[src/rtl/esc_pkg.sv]
// Shared types, constants and helpers for the environmental sensor compensation core.
// Used by every module of the block; depends on nothing.
`timescale 1ns / 1ps
package esc_pkg;

  localparam int CfgWidth = 64;
  localparam int CfgIdxWidth = 3;
  localparam int DivSteps = 32;

  typedef enum logic [CfgIdxWidth-1:0] {
    CFG_TEMP     = 3'd0,
    CFG_PRESS_LO = 3'd1,
    CFG_PRESS_HI = 3'd2,
    CFG_MIXED    = 3'd3,
    CFG_HUM      = 3'd4
  } cfg_idx_e;

  typedef struct packed {
    logic [19:0] raw_temperature;
    logic [19:0] raw_pressure;
    logic [15:0] raw_humidity;
  } in_t;

  typedef struct packed {
    logic signed [26:0] temperature_centi;
    logic [31:0]        pressure_pa;
    logic               pressure_valid;
    logic [16:0]        humidity_q10;
  } out_t;

  // calibration coefficients, decoded from the register words
  typedef struct packed {
    logic [15:0]        t1;
    logic signed [15:0] t2;
    logic signed [15:0] t3;
    logic [15:0]        p1;
    logic signed [15:0] p2;
    logic signed [15:0] p3;
    logic signed [15:0] p4;
    logic signed [15:0] p5;
    logic signed [15:0] p6;
    logic signed [15:0] p7;
    logic signed [15:0] p8;
    logic signed [15:0] p9;
    logic [7:0]         h1;
    logic signed [15:0] h2;
    logic [7:0]         h3;
    logic signed [11:0] h4;
    logic signed [11:0] h5;
    logic signed [7:0]  h6;
  } cal_t;

  // values that ride along with the pressure divide
  typedef struct packed {
    logic signed [26:0] temp;
    logic [16:0]        hum;
    logic               pvalid;
    logic               post_dbl;
  } side_t;

  typedef struct packed {
    logic [31:0] dividend;
    logic [31:0] divisor;
    side_t       side;
  } div_in_t;

  typedef struct packed {
    logic [31:0] quot;
    side_t       side;
  } div_out_t;

  function automatic logic signed [31:0] sx16(logic signed [15:0] v);
    return $signed({{16{v[15]}}, v});
  endfunction

  function automatic logic signed [31:0] sx12(logic signed [11:0] v);
    return $signed({{20{v[11]}}, v});
  endfunction

  function automatic logic signed [31:0] sx8(logic signed [7:0] v);
    return $signed({{24{v[7]}}, v});
  endfunction

  function automatic logic signed [31:0] zx16(logic [15:0] v);
    return $signed({16'd0, v});
  endfunction

  function automatic logic signed [31:0] zx8(logic [7:0] v);
    return $signed({24'd0, v});
  endfunction

endpackage

[src/rtl/esc_post.sv]
// Pressure correction after the divide (P7..P9 terms), three stages; the last
// stage is the output register. Depends on esc_pkg.
`timescale 1ns / 1ps
module esc_post (
  input  logic              clk_i,
  input  logic              rst_ni,
  input  logic              en_i,
  input  logic              valid_i,
  input  esc_pkg::div_out_t data_i,
  input  esc_pkg::cal_t     cal_i,
  output logic              valid_o,
  output esc_pkg::out_t     data_o
);
  import esc_pkg::*;

  logic [2:0]         vld_q;
  logic [31:0]        p1_p_q, p1_s_q, p2_p_q;
  logic signed [31:0] p1_c2m_q, p2_c1_q, p2_c2_q;
  side_t              p1_side_q, p2_side_q;
  out_t               out_q;

  logic [31:0]        c1_p;
  logic signed [31:0] c2_prod, c3_corr;

  always_comb begin
    c1_p    = data_i.side.post_dbl ? {data_i.quot[30:0], 1'b0} : data_i.quot;
    c2_prod = $signed({13'd0, p1_s_q[31:13]}) * sx16(cal_i.p9);
    c3_corr = (p2_c1_q + p2_c2_q + sx16(cal_i.p7)) >>> 4;
  end

  always_ff @(posedge clk_i or negedge rst_ni) begin
    if (!rst_ni) begin
      vld_q <= '0;
    end else if (en_i) begin
      vld_q <= {vld_q[1:0], valid_i};
    end
  end

  always_ff @(posedge clk_i) begin
    if (en_i) begin
      p1_p_q    <= c1_p;
      p1_s_q    <= {3'd0, c1_p[31:3]} * {3'd0, c1_p[31:3]};
      p1_c2m_q  <= $signed({2'd0, c1_p[31:2]}) * sx16(cal_i.p8);
      p1_side_q <= data_i.side;
      p2_p_q    <= p1_p_q;
      p2_c1_q   <= c2_prod >>> 12;
      p2_c2_q   <= p1_c2m_q >>> 13;
      p2_side_q <= p1_side_q;
      out_q.temperature_centi <= p2_side_q.temp;
      out_q.humidity_q10      <= p2_side_q.hum;
      out_q.pressure_valid    <= p2_side_q.pvalid;
      out_q.pressure_pa       <= p2_side_q.pvalid ? (p2_p_q + $unsigned(c3_corr)) : '0;
    end
  end

  assign valid_o = vld_q[2];
  assign data_o  = out_q;

endmodule

[config.mk]
export PLATFORM = sky130hd
export DESIGN_NAME = esc_post
export DESIGN_NICKNAME = d
export VERILOG_FILES = /design/src/rtl/esc_pkg.sv /design/src/rtl/esc_post.sv
export SDC_FILE = /design/constraint.sdc
export NUM_CORES = 2
export LEC_CHECK = 0
export BUFFER_PORTS_ARGS = -buffer_cell sky130_fd_sc_hd__buf_2
export CAP_MARGIN = 30
export CORE_ASPECT_RATIO = 1.25
export CORE_MARGIN = 2
export CORE_UTILIZATION = 45
export CTS_CLUSTER_DIAMETER = 120
export DETAILED_ROUTE_END_ITERATION = 6
export PLACE_DENSITY = 0.64
export SLEW_MARGIN = 20
export SYNTH_ARGS = -nofsm -noshare
export SYNTH_HDL_FRONTEND = slang
export SYNTH_SLANG_ARGS = --single-unit
[constraint.sdc]
create_clock -name clk_i -period 17.1 [get_ports clk_i]
set_clock_uncertainty 0.05 [all_clocks]
set_input_delay 0.855 -clock clk_i [delete_from_list [all_inputs] [get_ports clk_i]]
set_output_delay 0.855 -clock clk_i [all_outputs]
set_load 0.01 [all_outputs]
-- Yosys cells after proc, flatten, opt, wreduce, memory -nomap -nowiden
Index checks and enable logic that the tools add are counted.
- bits in registers: 337
- bits of input ports: 338
- output and inout bits: 78
- word-level logic and storage cells: 25
- $add $sub $neg: 3
- $mul: 3
- mux-type cells: 1
- operator list (operator ; number):
    adder 32 bit ; 1
    multiplier 20 x 16 -> 32 bit ; 1
    multiplier 29 x 29 -> 32 bit ; 1
    multiplier 31 x 16 -> 32 bit ; 1
    2-to-1 mux 32 bit ; 1
    adder 21 x 16 -> 22 bit ; 1
    adder 20 x 19 -> 21 bit ; 1

-- Depth between registers and ports, before layout
- depth after elaboration: 3
- gate-level depth with buffers: 34
- mapped depth without buffers: 29

-- Least setup slack after synthesis
Ideal clock, no wire load.
- kind: input port to flip-flop
- from: in data_i[0] in the netlist's numbering
- to: reg p1_s_q[31] (data pin)
- library setup time: 0.266 ns
- data arrival time: 8.981 ns
- data required time: 16.784 ns
- setup slack: 7.803 ns
- cell stages on the path: 29
- buffers on the path: 4
- cell sequence: buf_6 > buf_2 > buf_2 > buf_2 > mux2i_1 > clkinv_1 > nand2_1 > inv_1 > fa_1 > fa_1 > fa_1 > inv_1 > fa_1 > inv_1 > fa_1 > inv_1 > fa_1 > inv_1 > fa_1 > fa_1 > ha_1 > and4_1 > nand4_1 > a211o_1 > a31o_2 > a21boi_1 > nor2_1 > o41ai_1 > xnor2_1
- word-level cells in the longest chain between the ends: 2
- ends and longest elaborated chain (element ; line ; text):
    start: declaration ; esc_post.sv:9 ; input esc_pkg::div_out_t data_i,
    2-to-1 mux 32 bit ; esc_post.sv:26 ; c1_p = data_i.side.post_dbl ? {data_i.quot[30:0], 1'b0} : data_i.quot;
    multiplier 29 x 29 -> 32 bit ; esc_post.sv:42 ; p1_s_q <= {3'd0, c1_p[31:3]} * {3'd0, c1_p[31:3]};
    end signal: assignment ; esc_post.sv:42 ;
    end: declaration ; esc_post.sv:17 ; logic [31:0] p1_p_q, p1_s_q, p2_p_q;
Every way passes these cells.
A chain may end at the register's enable or synchronous reset.

-- Worst setup path after layout
Ends and elaborated chain as after synthesis.

==> metrics.cfg <==
[synth]
synth_top_area_share=0.4047
synth_compound_area_frac=0.03575
ys_seq_area_frac=0.2044
synth.avg_cell_area_um2=10.26
yosysUniqueCellTypes=62
syn_area_mm2=0.04561
ys_ff_latch=311
syn_nets=6066
synthMuxAreaShare=0.008971
synth-main-ff-cell=edfxtp_1
syn_inst=4446
synth-simple-area-share=0.1144
synthArstFlopShare=0.009646
yosys.area.top_type=fa_1
synthAdderAreaFrac=0.5035
synth-xor-area-share=0.02650
synth-edff-count=308
synth_top_family_by_area=adder cells
synthTopCellsByArea=fa_1 40%, edfxtp_1 20%, ha_1 9.9%, inv_1 9.3%, nand2_1 4.5%
ys_warn_count=0

[critical_path]
arrival_ns=9.57
max_stage_delay_ns=0.56
cp_common_cell=fa_1
worstSetupStartpointType=input port
worst_setup_path_end_kind=flip-flop
timing.critical_path.buf_inv=9
cp.depth=28
crit_slowest_cell=a21boi_1
reg2reg_depth=20
worstPathRequired_ns=17.33
crit_family=adder cells
path_max_fanout=33
worstSetupPathType=input port to flip-flop

[grt]
grt_usage=0.2196
grt_use_met3=0.02446
grt_busiest_layer=met2
use_met2=0.3909
grt_pass1_wl_mm=177.1
grt_pass1_vias=33580
grt_max_degree=168
antenna_found_initial=3
overflow=0
met1_usage=0.2710

[sta]
report.final.hold_viol_count=0
min_period_ns=9.340
fmax_ghz=0.1071
finalSetupViolCount=0
drv_slew=0
rsz0062_at_grt=false
period_share=0.5462
worst_pin_slew_ns=1.055
final.setup.tns_ns=0
max_slew_margin=0.2967

[run_status]
status=finished, final reports clean

[clock_tree]
cts.sinks=311
post_cts_resized=0
clk_pin_slew_ns=0.06
cts_buffers=35
cts_tree=done
cts_htree_levels=2
clk_path_buf_depth=3
cts_root_buf=clkbuf_16
clk_latency_ns=0.55

[placement]
numPortBuffers=207
place_congestion=0.8837
dp.final_hpwl_mm=85.57

[floorplanning]
die_w_um=288.7
die_area_mm2=0.1039
die_h_um=359.9
rows=130
start_util=0.4537
coreArea_mm2=0.1005
ios=416

[run]
drv_cap=0

[drt]
num_vias=30130
final_antenna_net_count=0
firstDrtPassIters=7
wirelength_mm=108.8
vias_per_cell=5.081
drc=0
wl_per_cell_um=18.35
first_iter_violations=1505

[final_layout]
diodes=0
drive_gt1_frac=0.07268
final_common_cell=inv_1
nNetsFinal=6204
layout_common_cells=1,129 x inv_1, 922 x fa_1, 552 x nand2_1
syn_to_final_growth_pct=8.008

[hold_path]
hold_path_depth=0
hold_class=flip-flop to flip-flop

metal layers:
layer,part of all wire,wire length [um]
met1,0.40,43180
met2,0.51,55840
met3,0.047,5155
met4,0.042,4613
met5,0,0
area by class of cell:
type | instances | area, um2
fill | 9346 | 51260
multi-input combinational | 2845 | 31440
sequential | 311 | 9324
inverter | 1133 | 4253
tap | 1320 | 1652
timing repair buffer | 258 | 1444
clock buffer | 38 | 887.1
clock inverter | 24 | 260.3
state kept, by name, indices dropped and copies added, names as in the netlist:
signal,cells
p2_side_q,45
p1_c2m_q,19
p1_p_q,32
p2_c2_q,19
data_o,77
vld_q,3
p2_p_q,32
p1_s_q,19
p1_side_q,45
p2_c1_q,20
repair_timing:
item	CTS	global route
hold buffers	1	0
endpoints found under the hold margin	2	0
setup buffers	0	0
endpoints found under the setup margin	0	0
worst register-to-register path, delay by kind of cell (launching register included):
kind | cells | cell delay, ns
AOI/OAI and AO/OA | 4 | 0.77
xor gates and xnor gates | 1 | 0.43
adders and majority gates | 7 | 3.39
buffers and inverters | 5 | 0.26
DFF | 1 | 0.83
and+or+nand+nor | 3 | 0.88
path summary, 6_finish.rpt:
path                                              start                     to  slack [ns]
min in group asynchronous                        rst_ni   vld_q[0]$_DFFE_PN0P_        0.58
worst max-delay path                          data_i[0]   p1_s_q[31]$_DFFE_PP_        7.76
worst max register to register     p1_s_q[26]$_DFFE_PP_  p2_c1_q[18]$_DFFE_PP_       10.22
worst min-delay path            p2_side_q[38]$_DFFE_PP_   data_o[69]$_DFFE_PP_        0.37
worst min register to register  p2_side_q[38]$_DFFE_PP_   data_o[69]$_DFFE_PP_        0.37
max in group asynchronous                        rst_ni   vld_q[2]$_DFFE_PN0P_       16.31
Yosys cell counts (all sizes together), types with 33 or more instances:
master	instances
ha	360
clkbuf	142
inv	1129
fa	922
o21ai	33
a21oi	58
edfxtp	308
xnor2	104
a21o	45
and2	264
mux2i	34
nor2	214
nand2	552
xor2	34
metrics by stage:
step / setup WS (ns) / hold slack (ns) / area, um2 / utilization / cells
floorplan: 7.803 / 0.3503 / 45610 / - / 4446
global placement: 7.307 / 0.3500 / 48100 / 0.4785 / 5866
detailed placement: 7.257 / 0.3545 / 48100 / 0.4785 / 5866
CTS: 7.848 / 0.3587 / 49260 / 0.4900 / 5929
global route: 7.404 / 0.3698 / 49260 / 0.4900 / 5929
finish: 7.760 / 0.3652 / 49260 / 0.4900 / 5929
logic make-up after synthesis:
logic type      after synthesis
compound gates              239
xor+xnor                    138
fa+ha+maj                  1282
buf+inv                    1290
flops                       311
mux                          39
simple gates               1147
Power is left out: the tool's default activity adds up to more than one toggle a clock period on the data nets, which glitch-free logic cannot reach.
