**src/rtl/esc_pkg.sv**
```systemverilog
// Shared types, constants and helpers for the environmental sensor compensation core.
// Used by every module of the block; depends on nothing.
`timescale 1ns / 1ps
package esc_pkg;

  localparam int CfgWidth = 64;
  localparam int CfgIdxWidth = 3;
  localparam int DivSteps = 32;

  typedef enum logic [CfgIdxWidth-1:0] {
    CFG_TEMP     = 3'd0,
    CFG_PRESS_LO = 3'd1,
    CFG_PRESS_HI = 3'd2,
    CFG_MIXED    = 3'd3,
    CFG_HUM      = 3'd4
  } cfg_idx_e;

  typedef struct packed {
    logic [19:0] raw_temperature;
    logic [19:0] raw_pressure;
    logic [15:0] raw_humidity;
  } in_t;

  typedef struct packed {
    logic signed [26:0] temperature_centi;
    logic [31:0]        pressure_pa;
    logic               pressure_valid;
    logic [16:0]        humidity_q10;
  } out_t;

  // calibration coefficients, decoded from the register words
  typedef struct packed {
    logic [15:0]        t1;
    logic signed [15:0] t2;
    logic signed [15:0] t3;
    logic [15:0]        p1;
    logic signed [15:0] p2;
    logic signed [15:0] p3;
    logic signed [15:0] p4;
    logic signed [15:0] p5;
    logic signed [15:0] p6;
    logic signed [15:0] p7;
    logic signed [15:0] p8;
    logic signed [15:0] p9;
    logic [7:0]         h1;
    logic signed [15:0] h2;
    logic [7:0]         h3;
    logic signed [11:0] h4;
    logic signed [11:0] h5;
    logic signed [7:0]  h6;
  } cal_t;

  // values that ride along with the pressure divide
  typedef struct packed {
    logic signed [26:0] temp;
    logic [16:0]        hum;
    logic               pvalid;
    logic               post_dbl;
  } side_t;

  typedef struct packed {
    logic [31:0] dividend;
    logic [31:0] divisor;
    side_t       side;
  } div_in_t;

  typedef struct packed {
    logic [31:0] quot;
    side_t       side;
  } div_out_t;

  function automatic logic signed [31:0] sx16(logic signed [15:0] v);
    return $signed({{16{v[15]}}, v});
  endfunction

  function automatic logic signed [31:0] sx12(logic signed [11:0] v);
    return $signed({{20{v[11]}}, v});
  endfunction

  function automatic logic signed [31:0] sx8(logic signed [7:0] v);
    return $signed({{24{v[7]}}, v});
  endfunction

  function automatic logic signed [31:0] zx16(logic [15:0] v);
    return $signed({16'd0, v});
  endfunction

  function automatic logic signed [31:0] zx8(logic [7:0] v);
    return $signed({24'd0, v});
  endfunction

endpackage

```
**src/rtl/esc_cfg.sv**
```systemverilog
// Calibration register file: five write-only words, decoded into coefficients.
// Depends on esc_pkg.
`timescale 1ns / 1ps
module esc_cfg (
  input  logic                            clk_i,
  input  logic                            rst_ni,
  input  logic                            cfg_we_i,
  input  logic [esc_pkg::CfgIdxWidth-1:0] cfg_idx_i,
  input  logic [esc_pkg::CfgWidth-1:0]    cfg_wdata_i,
  output esc_pkg::cal_t                   cal_o
);
  import esc_pkg::*;

  logic [47:0] temp_q;
  logic [63:0] press_lo_q;
  logic [63:0] press_hi_q;
  logic [47:0] mixed_q;
  logic [31:0] hum_q;

  always_ff @(posedge clk_i or negedge rst_ni) begin
    if (!rst_ni) begin
      temp_q     <= '0;
      press_lo_q <= '0;
      press_hi_q <= '0;
      mixed_q    <= '0;
      hum_q      <= '0;
    end else if (cfg_we_i) begin
      unique case (cfg_idx_i)
        CFG_TEMP:     temp_q     <= cfg_wdata_i[47:0];
        CFG_PRESS_LO: press_lo_q <= cfg_wdata_i;
        CFG_PRESS_HI: press_hi_q <= cfg_wdata_i;
        CFG_MIXED:    mixed_q    <= cfg_wdata_i[47:0];
        CFG_HUM:      hum_q      <= cfg_wdata_i[31:0];
        default: ;
      endcase
    end
  end

  always_comb begin
    cal_o.t1 = temp_q[15:0];
    cal_o.t2 = $signed(temp_q[31:16]);
    cal_o.t3 = $signed(temp_q[47:32]);
    cal_o.p1 = press_lo_q[15:0];
    cal_o.p2 = $signed(press_lo_q[31:16]);
    cal_o.p3 = $signed(press_lo_q[47:32]);
    cal_o.p4 = $signed(press_lo_q[63:48]);
    cal_o.p5 = $signed(press_hi_q[15:0]);
    cal_o.p6 = $signed(press_hi_q[31:16]);
    cal_o.p7 = $signed(press_hi_q[47:32]);
    cal_o.p8 = $signed(press_hi_q[63:48]);
    cal_o.p9 = $signed(mixed_q[15:0]);
    cal_o.h1 = mixed_q[23:16];
    cal_o.h2 = $signed(mixed_q[39:24]);
    cal_o.h3 = mixed_q[47:40];
    cal_o.h4 = $signed(hum_q[11:0]);
    cal_o.h5 = $signed(hum_q[23:12]);
    cal_o.h6 = $signed(hum_q[31:24]);
  end

endmodule

```
**config.mk**
```make
export PLATFORM = sky130hd
export DESIGN_NAME = esc_cfg
export DESIGN_NICKNAME = d
export VERILOG_FILES = /design/src/rtl/esc_pkg.sv /design/src/rtl/esc_cfg.sv
export SDC_FILE = /design/constraint.sdc
export NUM_CORES = 1
export LEC_CHECK = 0
export BUFFER_PORTS_ARGS = -buffer_cell sky130_fd_sc_hd__clkbuf_2
export CORE_MARGIN = 4
export CORE_UTILIZATION = 50
export DETAILED_ROUTE_END_ITERATION = 8
export PLACE_DENSITY = 0.77
export SYNTH_ARGS = -nofsm -noshare
export SYNTH_HDL_FRONTEND = slang
export SYNTH_SLANG_ARGS = --single-unit
```
**constraint.sdc**
```tcl
create_clock -name clk_i -period 0.86 [get_ports clk_i]
set_input_delay 0 -clock clk_i [delete_from_list [all_inputs] [get_ports clk_i]]
set_output_delay 0 -clock clk_i [all_outputs]
set_load 0.05 [all_outputs]
```
==> flow_metrics.py, run 1 <==
metrics = {
    "clock_tree": {
        "clockBufferDepth": 3,
        "cts-htree-levels": 1,
        "root_buffer": "clkbuf_16",
        "cts.sinks": 256,
        "numCtsBuffers": 27,
    },
    "synthesis": {
        "synth.mux.area_fraction": 0.3004,
        "ys_types": 11,
        "synth_top_family_by_area": "multiplexers",
        "synth_xor_area_frac": 0,
        "syn_nets": 615,
        "seq_area_frac_synth": 0.6676,
        "synth_area_um2": 9595,
        "synth_compound_area_frac": 0,
        "ys_ff_latch": 256,
        "synth.avg_cell_area_um2": 17.61,
        "yosys.area_share.simple": 0.006129,
        "synth_cells": 545,
        "yosysWarnings": 0,
        "yosys.area_share.adder": 0,
    },
    "placed_design": {
        "place_congestion": 0.8314,
        "place.detailed.hpwl_um": 17820,
        "place_area_um2": 12510,
        "pre_cts_ws_ps": -474.2,
        "port_buffers": 325,
    },
    "grt": {
        "overflow": 64,
        "grtUsageTotal": 0.7467,
        "antenna_found_initial": 1,
        "grt_start_max_net_pins": 57,
    },
    "die": {
        "start_util": 0.5113,
        "rows": 50,
        "dieWidth_um": 146.5,
        "pin_count": 326,
        "die_y_um": 146.5,
    },
    "run_status": {
        "lastStage": "5_1_grt",
        "error_line": "[ERROR GRT-0232] Routing congestion too high. Check the congestion heatmap in the GUI.",
        "status": "stopped before the end",
    },
    "timing": {
        "worst_path_end_type": "output port",
        "grt-worst-endpoint": "cal_o[63]",
    },
}
==> metal layers <==
metal,GRT overflow,track usage
met1,0,0.7321
met2,24,0.9116
met3,0,0.5928
met4,40,0.8175
met5,0,0.07045
==> Yosys cell counts, drive strengths merged <==
cell type    n  area, um^2
buf         27       242.7
clkbuf       1       5.000
and4bb       2       25.02
mux2       256        2883
dfrtp      256        6406
nor4bb       1       10.01
nand4b       1       8.760
nor4b        1       15.01
==> timing repair <==
action | 4_1_cts
endpoints found under the hold margin | 512
resized for setup | 527
endpoints found under the setup margin | 256
setup buffers | 81
hold buffers | 65
==> per-stage QoR <==
stage | cells | hold WS [ps]
after floorplan | 545 | -295.6
after global placement | 1108 | -139.2
after detailed placement | 1108 | -136.7
after CTS | 1303 | -76.51
==> cells by family after synthesis <==
group                  count (synthesis)
and+or+nand+nor                        5
buffers and inverters                 28
DFF                                  256
muxes                                256
==> run 2: changes to the inputs <==
--- a/config.mk
+++ b/config.mk
@@ -7,9 +7,9 @@
 export LEC_CHECK = 0
 export BUFFER_PORTS_ARGS = -buffer_cell sky130_fd_sc_hd__clkbuf_2
 export CORE_MARGIN = 4
-export CORE_UTILIZATION = 50
+export CORE_UTILIZATION = 40
 export DETAILED_ROUTE_END_ITERATION = 8
-export PLACE_DENSITY = 0.77
+export PLACE_DENSITY_LB_ADDON = 0.15
 export SYNTH_ARGS = -nofsm -noshare
 export SYNTH_HDL_FRONTEND = slang
 export SYNTH_SLANG_ARGS = --single-unit
==> flow_metrics.py, run 2 <==
metrics = {
    "job": {
        "max-cap-violations": 0,
    },
    "synthesis": {
        "ys_types": 11,
        "syn_nets": 615,
        "synth.avg_cell_area_um2": 17.61,
        "synth_area_um2": 9595,
        "synthTopCellsByArea": "dfrtp_1, mux2_2, buf_6",
        "yosys.cell_count.top_type": "dfrtp_1",
        "yosysTopAreaCell": "dfrtp_1",
        "synth-async-reset-ratio": 1.000,
        "ys_ff_latch": 256,
        "synth_common_cells": "dfrtp_1, mux2_2, buf_6",
        "yosysTopAreaCellShare": 0.6676,
        "synth_edf_count": 0,
        "seq_area_frac_synth": 0.6676,
        "yosysWarnings": 0,
        "synth_cells": 545,
        "dominantRegCellSynth": "dfrtp_1",
    },
    "setup_path": {
        "cpMaxStageDelayCell": "dfrtp_2",
        "endpoint_kind": "output port",
        "cp-start-kind": "register",
        "crit_arrival_ps": 1150,
        "critPathKind": "register to output port",
        "cp_slowest_stage_delay_ps": 440,
        "crit_chain": "clkbuf_16",
        "critPathBufInv": 1,
        "cp_max_fo": 2,
        "critPathRequiredTime_ps": 860,
        "critPathTopFamily": "flip-flops",
    },
    "cells_and_area": {
        "final_cell_mix": "buf_8, mux2_4, dfrtp_1, dfrtp_2, buf_6",
        "fin_nets": 1144,
        "num_antenna_cells": 0,
        "drive_gt1_frac": 0.7952,
        "largest_registers": "press_hi_q x64, press_lo_q x64",
        "finish.utilization": 0.7654,
        "area_delta_synth_final_pct": 87.80,
        "final_common_cell": "buf_8",
    },
    "power_and_ir_drop": {
        "p_per_area_nw_per_um2": 3126,
        "total_power_mw": 56.32,
        "peakVddDrop_uv": 1935,
        "power.leakage_nw": 8.425,
    },
    "timing": {
        "finalSetupTns_ps": -67440,
        "relSlewSlack": 0.7328,
        "finalSetupViolCount": 377,
        "fin_crit_ps": 1146,
        "rsz0062_at_grt": "true",
        "fmax_ghz": 0.8726,
        "hold_viol": 0,
        "tightest_slew_ps": 399.5,
        "whs_ps": 107.0,
        "finalMaxSlewViolations": 0,
        "finClkSkew_ps": 0,
        "setup_ws_ps": -286.0,
        "period_share": 1.333,
    },
    "detailed_routing": {
        "drtIter0Drc": 271,
        "vias_per_cell": 4.890,
        "wl_per_cell_um": 23.86,
        "first_pass_iters": 4,
        "vias": 6910,
        "ant_nets": 0,
        "drc": 0,
        "routed_wl_um": 33720,
    },
    "clock_tree": {
        "numCtsBuffers": 27,
        "clockBufferDepth": 3,
        "clkLatencyLatePin_ps": 510,
        "cts.sinks": 256,
        "cts-htree-levels": 1,
        "cts_tree": "done",
        "root_buffer": "clkbuf_16",
        "clk_pin_slew_ps": 70,
    },
    "grt": {
        "grt_start_max_net_pins": 58,
        "grt_pass1_wl_um": 48160,
        "grt_pass1_vias": 7889,
        "antenna_found_initial": 0,
        "overflow": 0,
        "grtUsageTotal": 0.2321,
    },
    "die": {
        "dieWidth_um": 162.9,
        "rows": 56,
        "start_util": 0.4076,
        "design.core.area_um2": 23540,
        "pin_count": 326,
        "die_y_um": 162.9,
        "die_area_um2": 26530,
    },
    "run_status": {
        "violations": "setup timing",
        "status": "finished with violations",
    },
    "placed_design": {
        "pre_cts_ws_ps": -506.9,
        "place_congestion": 0.7949,
        "port_buffers": 325,
        "place.detailed.hpwl_um": 18070,
    },
    "min_path": {
        "hp-class": "input port to asynchronous set/reset pin",
    },
}
## run 2: cell type report
class,instances,area (um^2)
Fill cell,1236,5523
Clock buffer,34,711.9
Clock inverter,15,225.2
Tap cell,319,399.1
Sequential cell,256,6539
Timing Repair Buffer,528,6489
Multi-Input combinational cell,261,3656
## run 2: path summary, 6_finish.rpt
check                                                 from  slack (ps)                         end  cells after the start
max in group asynchronous                           rst_ni        -110      temp_q[39]$_DFFE_PN0P_                      3
worst max-delay path            press_lo_q[27]$_DFFE_PN0P_        -290                  cal_o[187]                      1
worst min-delay path                                rst_ni         110  press_lo_q[34]$_DFFE_PN0P_                      3
worst min register to register     mixed_q[20]$_DFFE_PN0P_         540     mixed_q[20]$_DFFE_PN0P_                      1
min in group clk_i                            cfg_idx_i[2]         110      temp_q[12]$_DFFE_PN0P_                      4
worst max register to register       hum_q[28]$_DFFE_PN0P_        -110       hum_q[28]$_DFFE_PN0P_                      2
## run 2: cell families (layout without fill, tap and decap cells)
family,after synthesis,in the layout,synth area share
buffers and inverters,28,577,0.02582
and+or+nand+nor,5,5,0.006128
DFF,256,256,0.6676
muxes,256,256,0.3004
## run 2: where the power goes
part | switching [mW] | internal (mW) | leakage [nW]
clock | 4.88 | 7.65 | 0.467
sequential | 3.03 | 14.9 | 2.96
combinational | 13.3 | 12.5 | 5.00
## run 2: metal layers
layer	GRT usage	share of wire
met1	0.2701	0.36
met2	0.4232	0.53
met3	0.05695	0.069
met4	0.07015	0.034
met5	0	0
## run 2: timing repair
action	4_1_cts	5_1_grt
endpoints found under the setup margin	256	345
hold buffers	66	1
resized for setup	526	330
hold endpoints to repair	512	6
gates cloned	0	0
setup buffers	69	67
## run 2: through the flow
stage	cells	instance area (um^2)
finish	1413	18020
global route	1413	18020
CTS	1371	17070
detailed placement	1187	12560
global placement	1187	12560
floorplan	545	10460
## run 2: tightest hold or removal path, stage by stage
cell	delay (ps)
dlygate4sd3_1	570
buf_8	190
buf_4	190
Power figures use the tool's default switching activity.
==> run 3: changes to the inputs <==
--- a/config.mk
+++ b/config.mk
@@ -5,10 +5,13 @@
 export SDC_FILE = /design/constraint.sdc
 export NUM_CORES = 1
 export LEC_CHECK = 0
+export ABC_AREA = 1
 export BUFFER_PORTS_ARGS = -buffer_cell sky130_fd_sc_hd__clkbuf_2
 export CORE_MARGIN = 4
 export CORE_UTILIZATION = 40
 export DETAILED_ROUTE_END_ITERATION = 8
+export GPL_ROUTABILITY_DRIVEN = 1
+export MAX_ROUTING_LAYER = met4
 export PLACE_DENSITY_LB_ADDON = 0.15
 export SYNTH_ARGS = -nofsm -noshare
 export SYNTH_HDL_FRONTEND = slang
==> flow_metrics.py, run 3 <==
metrics = {
    "clock_tree": {
        "cts.sinks": 256,
        "hold_buffers": 65,
        "cts-htree-levels": 1,
        "root_buffer": "clkbuf_16",
        "clkLatencyLatePin_ps": 530,
        "numCtsBuffers": 27,
        "clockBufferDepth": 3,
        "cts_tree": "done",
        "clk_pin_slew_ps": 60,
    },
    "grt": {
        "grt_pass1_wl_um": 58640,
        "grt_start_max_net_pins": 48,
        "overflow": 0,
        "grtUsageTotal": 0.2705,
        "grt_pass1_vias": 10380,
        "antenna_found_initial": 2,
    },
    "timing": {
        "fin_crit_ps": 1143,
        "setup_ws_ps": -282.8,
        "tightest_slew_ps": 359.8,
        "finalMaxSlewViolations": 0,
        "finClkSkew_ps": 0,
        "finalSetupViolCount": 278,
        "fmax_ghz": 0.8751,
        "hold_viol": 14,
        "period_share": 1.329,
        "relSlewSlack": 0.7601,
        "whs_ps": -70.30,
        "finalSetupTns_ps": -63230,
        "rsz0062_at_grt": "true",
    },
    "placed_design": {
        "place_congestion": 0.8236,
        "port_buffers": 325,
        "place_inst": 1749,
        "place.detailed.hpwl_um": 22620,
    },
    "synthesis": {
        "dominantRegCellSynth": "dfrtp_1",
        "synth_area_um2": 10080,
        "syn_nets": 1187,
        "synth_edf_count": 0,
        "ys_ff_latch": 256,
        "synth_cells": 1117,
        "yosysTopAreaCell": "dfrtp_1",
        "yosysWarnings": 0,
        "synth.avg_cell_area_um2": 9.028,
        "synth-async-reset-ratio": 1.000,
        "synth_common_cells": "nand2_1, dfrtp_1, nand3_1",
        "synthTopCellsByArea": "dfrtp_1, nand2_1, nand3_1",
        "seq_area_frac_synth": 0.6352,
        "yosysTopAreaCellShare": 0.6352,
        "yosys.cell_count.top_type": "nand2_1",
        "ys_types": 14,
    },
    "die": {
        "die_y_um": 166.8,
        "rows": 57,
        "start_util": 0.4111,
        "pin_count": 326,
        "design.core.area_um2": 24530,
        "die_area_um2": 27820,
        "dieWidth_um": 166.8,
    },
    "detailed_routing": {
        "vias": 10270,
        "drc": 0,
        "drtIter0Drc": 920,
        "first_pass_iters": 5,
        "vias_per_cell": 5.135,
        "routed_wl_um": 39770,
        "ant_nets": 0,
        "wl_per_cell_um": 19.88,
    },
    "run_status": {
        "violations": "hold timing, setup timing",
        "status": "finished with violations",
    },
    "setup_path": {
        "critPathKind": "register to output port",
        "endpoint_kind": "output port",
        "critPathBufInv": 1,
        "cp-start-kind": "register",
        "crit_arrival_ps": 1140,
        "cp_slowest_stage_delay_ps": 430,
        "cp_max_fo": 2,
        "critPathRequiredTime_ps": 860,
        "critPathTopFamily": "flip-flops",
        "cpMaxStageDelayCell": "dfrtp_1",
        "crit_chain": "buf_8",
    },
    "power_and_ir_drop": {
        "peakVddDrop_uv": 1744,
        "p_per_area_nw_per_um2": 2821,
        "power.leakage_nw": 9.378,
    },
    "cells_and_area": {
        "stdcell_count": 2000,
        "final_common_cell": "nand2_1",
        "area_delta_synth_final_pct": 74.35,
        "final_cell_mix": "nand2_1, buf_8, dfrtp_1, nand3_1, buf_4",
        "fin_nets": 1723,
        "drive_gt1_frac": 0.3435,
        "largest_registers": "press_hi_q x64, press_lo_q x64",
    },
    "job": {
        "max-cap-violations": 0,
    },
    "min_path": {
        "hp-class": "input port to asynchronous set/reset pin",
    },
}
==> run 3: cell count changes in the layout (fill, tap and decap cells not counted), sizes merged, moves of 2 or more <==
cell	previous run	this run
inv	0	7
clkinv	9	4
diode	0	2
nand2	0	568
buf	380	448
nand3	0	208
nor2	0	5
mux2	256	0
bufinv	6	1
clkbuf	116	112
and4bb	2	0
==> run 3: final timing paths <==
path                                                 start                    endpoint  slack [ps]  depth (start not counted)
worst max register to register  press_lo_q[28]$_DFFE_PN0P_  press_lo_q[28]$_DFFE_PN0P_        -130                          4
worst min-delay path                                rst_ni       temp_q[7]$_DFFE_PN0P_         -70                          2
min in group clk_i                            cfg_idx_i[1]       hum_q[23]$_DFFE_PN0P_          40                          5
worst max-delay path                temp_q[37]$_DFFE_PN0P_                  cal_o[213]        -280                          1
max in group asynchronous                           rst_ni  press_hi_q[20]$_DFFE_PN0P_         350                          3
worst min register to register  press_hi_q[61]$_DFFE_PN0P_  press_hi_q[61]$_DFFE_PN0P_         510                          2
==> run 3: cells by family (layout without fill, tap and decap cells) <==
logic type             after synthesis  in the layout  share of synthesized area
other                                0              2                          0
AND/OR/NAND/NOR                    781            781                     0.3191
flip-flops                         256            256                     0.6352
buffers and inverters               80            637                    0.04566
==> run 3: routing by layer <==
metal,vias up,GRT usage,part of all wire
met5,-,-,0
met4,0,0.08040,0.034
met3,105,0.05475,0.077
met2,536,0.4486,0.51
met1,5017,0.3389,0.38
li1,4612,-,-
==> run 3: report_power, final <==
part | leakage [nW] | internal [mW] | switching [mW]
combinational | 5.71 | 8.84 | 12.3
clock | 0.447 | 6.94 | 4.89
sequential | 3.22 | 14.3 | 2.34
==> run 3: timing repair <==
action	CTS	global route
setup endpoints to repair	256	256
buffers inserted	73	61
hold endpoints to repair	512	14
resized for setup	512	262
pin swaps	0	1
gates cloned	0	0
==> run 3: cell type report <==
class	count	area [um^2]
antenna	2	5.005
clock buffer	44	839.6
clock inverter	6	58.81
fill	1640	6950
inverter	6	22.52
multi-input combinational	781	3261
sequential	256	6407
tap	324	405.4
timing repair buffer	581	6584
==> run 3: through the flow <==
| stage | instance area, um^2 | total power [mW] | worst slack (ps) | util |
|---|---|---|---|---|
| detailed placement | 12450 | 30.19 | -188.5 | 0.5073 |
| global placement | 12450 | 30.03 | -168.7 | 0.5073 |
| finish | 17580 | 49.60 | -282.8 | 0.7167 |
| CTS | 16790 | 46.97 | -302.5 | 0.6842 |
| floorplan | 10080 | 25.83 | 24.44 | - |
| global route | 17580 | 51.30 | -307.7 | 0.7167 |
==> run 4: changes to the inputs <==
--- a/config.mk
+++ b/config.mk
@@ -13,6 +13,7 @@
 export GPL_ROUTABILITY_DRIVEN = 1
 export MAX_ROUTING_LAYER = met4
 export PLACE_DENSITY_LB_ADDON = 0.15
+export SETUP_SLACK_MARGIN = 0.15
 export SYNTH_ARGS = -nofsm -noshare
 export SYNTH_HDL_FRONTEND = slang
 export SYNTH_SLANG_ARGS = --single-unit
==> flow_metrics.py, run 4 (synthesized netlist as in run 3, its figures left out) <==
metrics = {
    "timing": {
        "fin_crit_ps": 1133,
        "tightest_slew_ps": 323.2,
        "finClkSkew_ps": 0,
        "fmax_ghz": 0.8825,
        "hold_viol": 17,
        "whs_ps": -51.33,
        "rsz0062_at_grt": "true",
        "period_share": 1.318,
        "setup_ws_ps": -273.2,
        "finalMaxSlewViolations": 0,
        "relSlewSlack": 0.7846,
        "finalSetupViolCount": 257,
    },
    "clock_tree": {
        "cts.sinks": 256,
        "numCtsBuffers": 28,
        "clkLatencyLatePin_ps": 520,
        "hold_buffers": 67,
        "clk_pin_slew_ps": 60,
        "root_buffer": "clkbuf_16",
        "cts_tree": "done",
        "cts-htree-levels": 1,
        "clockBufferDepth": 3,
    },
    "setup_path": {
        "cp-start-kind": "register",
        "crit_arrival_ps": 1130,
        "critPathBufInv": 1,
        "endpoint_kind": "output port",
        "r2r_cells": 4,
        "r2r_slack_ps": -10,
        "cpMaxStageDelayCell": "dfrtp_2",
        "reg2reg_to": "hum_q[11]$_DFFE_PN0P_",
        "critPathTopFamily": "flip-flops",
        "cp-startpoint": "temp_q[18]$_DFFE_PN0P_",
        "cp_max_fo": 2,
        "critPathKind": "register to output port",
        "cp_slowest_stage_delay_ps": 440,
        "crit_chain": "buf_8",
        "critPathRequiredTime_ps": 860,
        "worstSetupEndpoint": "cal_o[226]",
        "crit_cells": 1,
        "rr_startpoint": "hum_q[11]$_DFFE_PN0P_",
    },
    "detailed_routing": {
        "ant_nets": 0,
        "first_pass_iters": 6,
        "wl_per_cell_um": 19.59,
        "vias": 9828,
        "drtIter0Drc": 729,
        "routed_wl_um": 37160,
        "drc": 0,
        "vias_per_cell": 5.181,
    },
    "grt": {
        "grtUsageTotal": 0.2591,
        "antenna_found_initial": 1,
        "grt_start_max_net_pins": 42,
        "grt_pass1_vias": 10000,
        "overflow": 0,
        "grt_pass1_wl_um": 56540,
    },
    "cells_and_area": {
        "drive_gt1_frac": 0.4720,
        "nFillCells": 1627,
        "largest_registers": "press_hi_q x64, press_lo_q x64",
        "final_common_cell": "nand2_1",
        "fin_nets": 1620,
        "regArea_um2": 6726,
        "area_delta_synth_final_pct": 73.54,
        "finish.utilization": 0.7133,
        "multi_input_area_um2": 3303,
        "final_cell_mix": "nand2_1, dfrtp_2, buf_8, nand3_1, clkbuf_2",
    },
    "run_status": {
        "violations": "hold timing, setup timing",
        "status": "finished with violations",
    },
    "power_and_ir_drop": {
        "peakVddDrop_uv": 1695,
        "power.leakage_nw": 8.677,
        "p_per_area_nw_per_um2": 2865,
    },
    "placed_design": {
        "place_congestion": 0.8146,
        "port_buffers": 325,
        "place.detailed.hpwl_um": 22740,
    },
    "die": {
        "die_area_um2": 27820,
        "die_y_um": 166.8,
        "start_util": 0.4111,
        "design.core.area_um2": 24530,
        "dieWidth_um": 166.8,
        "pin_count": 326,
        "rows": 57,
    },
    "min_path": {
        "hp-class": "input port to asynchronous set/reset pin",
    },
    "job": {
        "max-cap-violations": 0,
    },
}
## run 4: worst min path at each step
stage | startpoint | to | slack (ps) | depth (start not counted)
final | rst_ni | mixed_q[37]$_DFFE_PN0P_ | -50 | 2
after global routing | rst_ni | mixed_q[37]$_DFFE_PN0P_ | -50 | 2
after CTS | rst_ni | mixed_q[45]$_DFFE_PN0P_ | -60 | 2
after detailed placement | rst_ni | mixed_q[45]$_DFFE_PN0P_ | -100 | 1
after global placement | rst_ni | mixed_q[45]$_DFFE_PN0P_ | -100 | 1
after floorplan | rst_ni | hum_q[0]$_DFFE_PN0P_ | -300 | 0
## run 4: stage by stage
| step | setup TNS (ps) | cells | instance area [um^2] | worst slack [ps] | power [mW] |
|---|---|---|---|---|---|
| floorplan | 0 | 1117 | 10470 | 102.5 | 26.21 |
| global placement | -35930 | 1743 | 12850 | -187.4 | 30.34 |
| CTS | -72050 | 1868 | 16910 | -320.1 | 48.19 |
| global route | -71600 | 1897 | 17500 | -308.9 | 51.93 |
| finish | -62580 | 1897 | 17500 | -273.2 | 50.14 |
| detailed placement | -36300 | 1743 | 12850 | -204.9 | 30.51 |
## run 4: area by class of cell
class	instances	area share
Clock buffer	37	0.04547
Clock inverter	15	0.01337
Antenna cell	1	0.0001430
Timing Repair Buffer	477	0.3433
Multi-Input combinational cell	781	0.1887
Tap cell	324	0.02316
Inverter	6	0.001430
Sequential cell	256	0.3844
## run 4: routing by layer
metal  part of all wire  vias to the layer above  GRT usage
met5                  0                        -          -
met4              0.043                        0     0.1014
met3              0.076                      102    0.05878
met2               0.49                      469     0.4141
met1               0.39                     4847     0.3234
li1                   -                     4410          -
## run 4: where the power goes
part	total [mW]	internal (mW)	switching, mW
logic	19.8	7.90	11.9
clock network	13.3	8.30	4.97
registers	17.0	14.8	2.28
total	50.1	31.0	19.2
## run 4: repair_timing
| item | in CTS | in global routing |
|---|---|---|
| setup buffers | 6 | 28 |
| resized for setup | 518 | 274 |
| setup endpoints to repair | 256 | 264 |
| pin swaps | 0 | 14 |
| hold endpoints to repair | 512 | 17 |
| cloned | 0 | 0 |
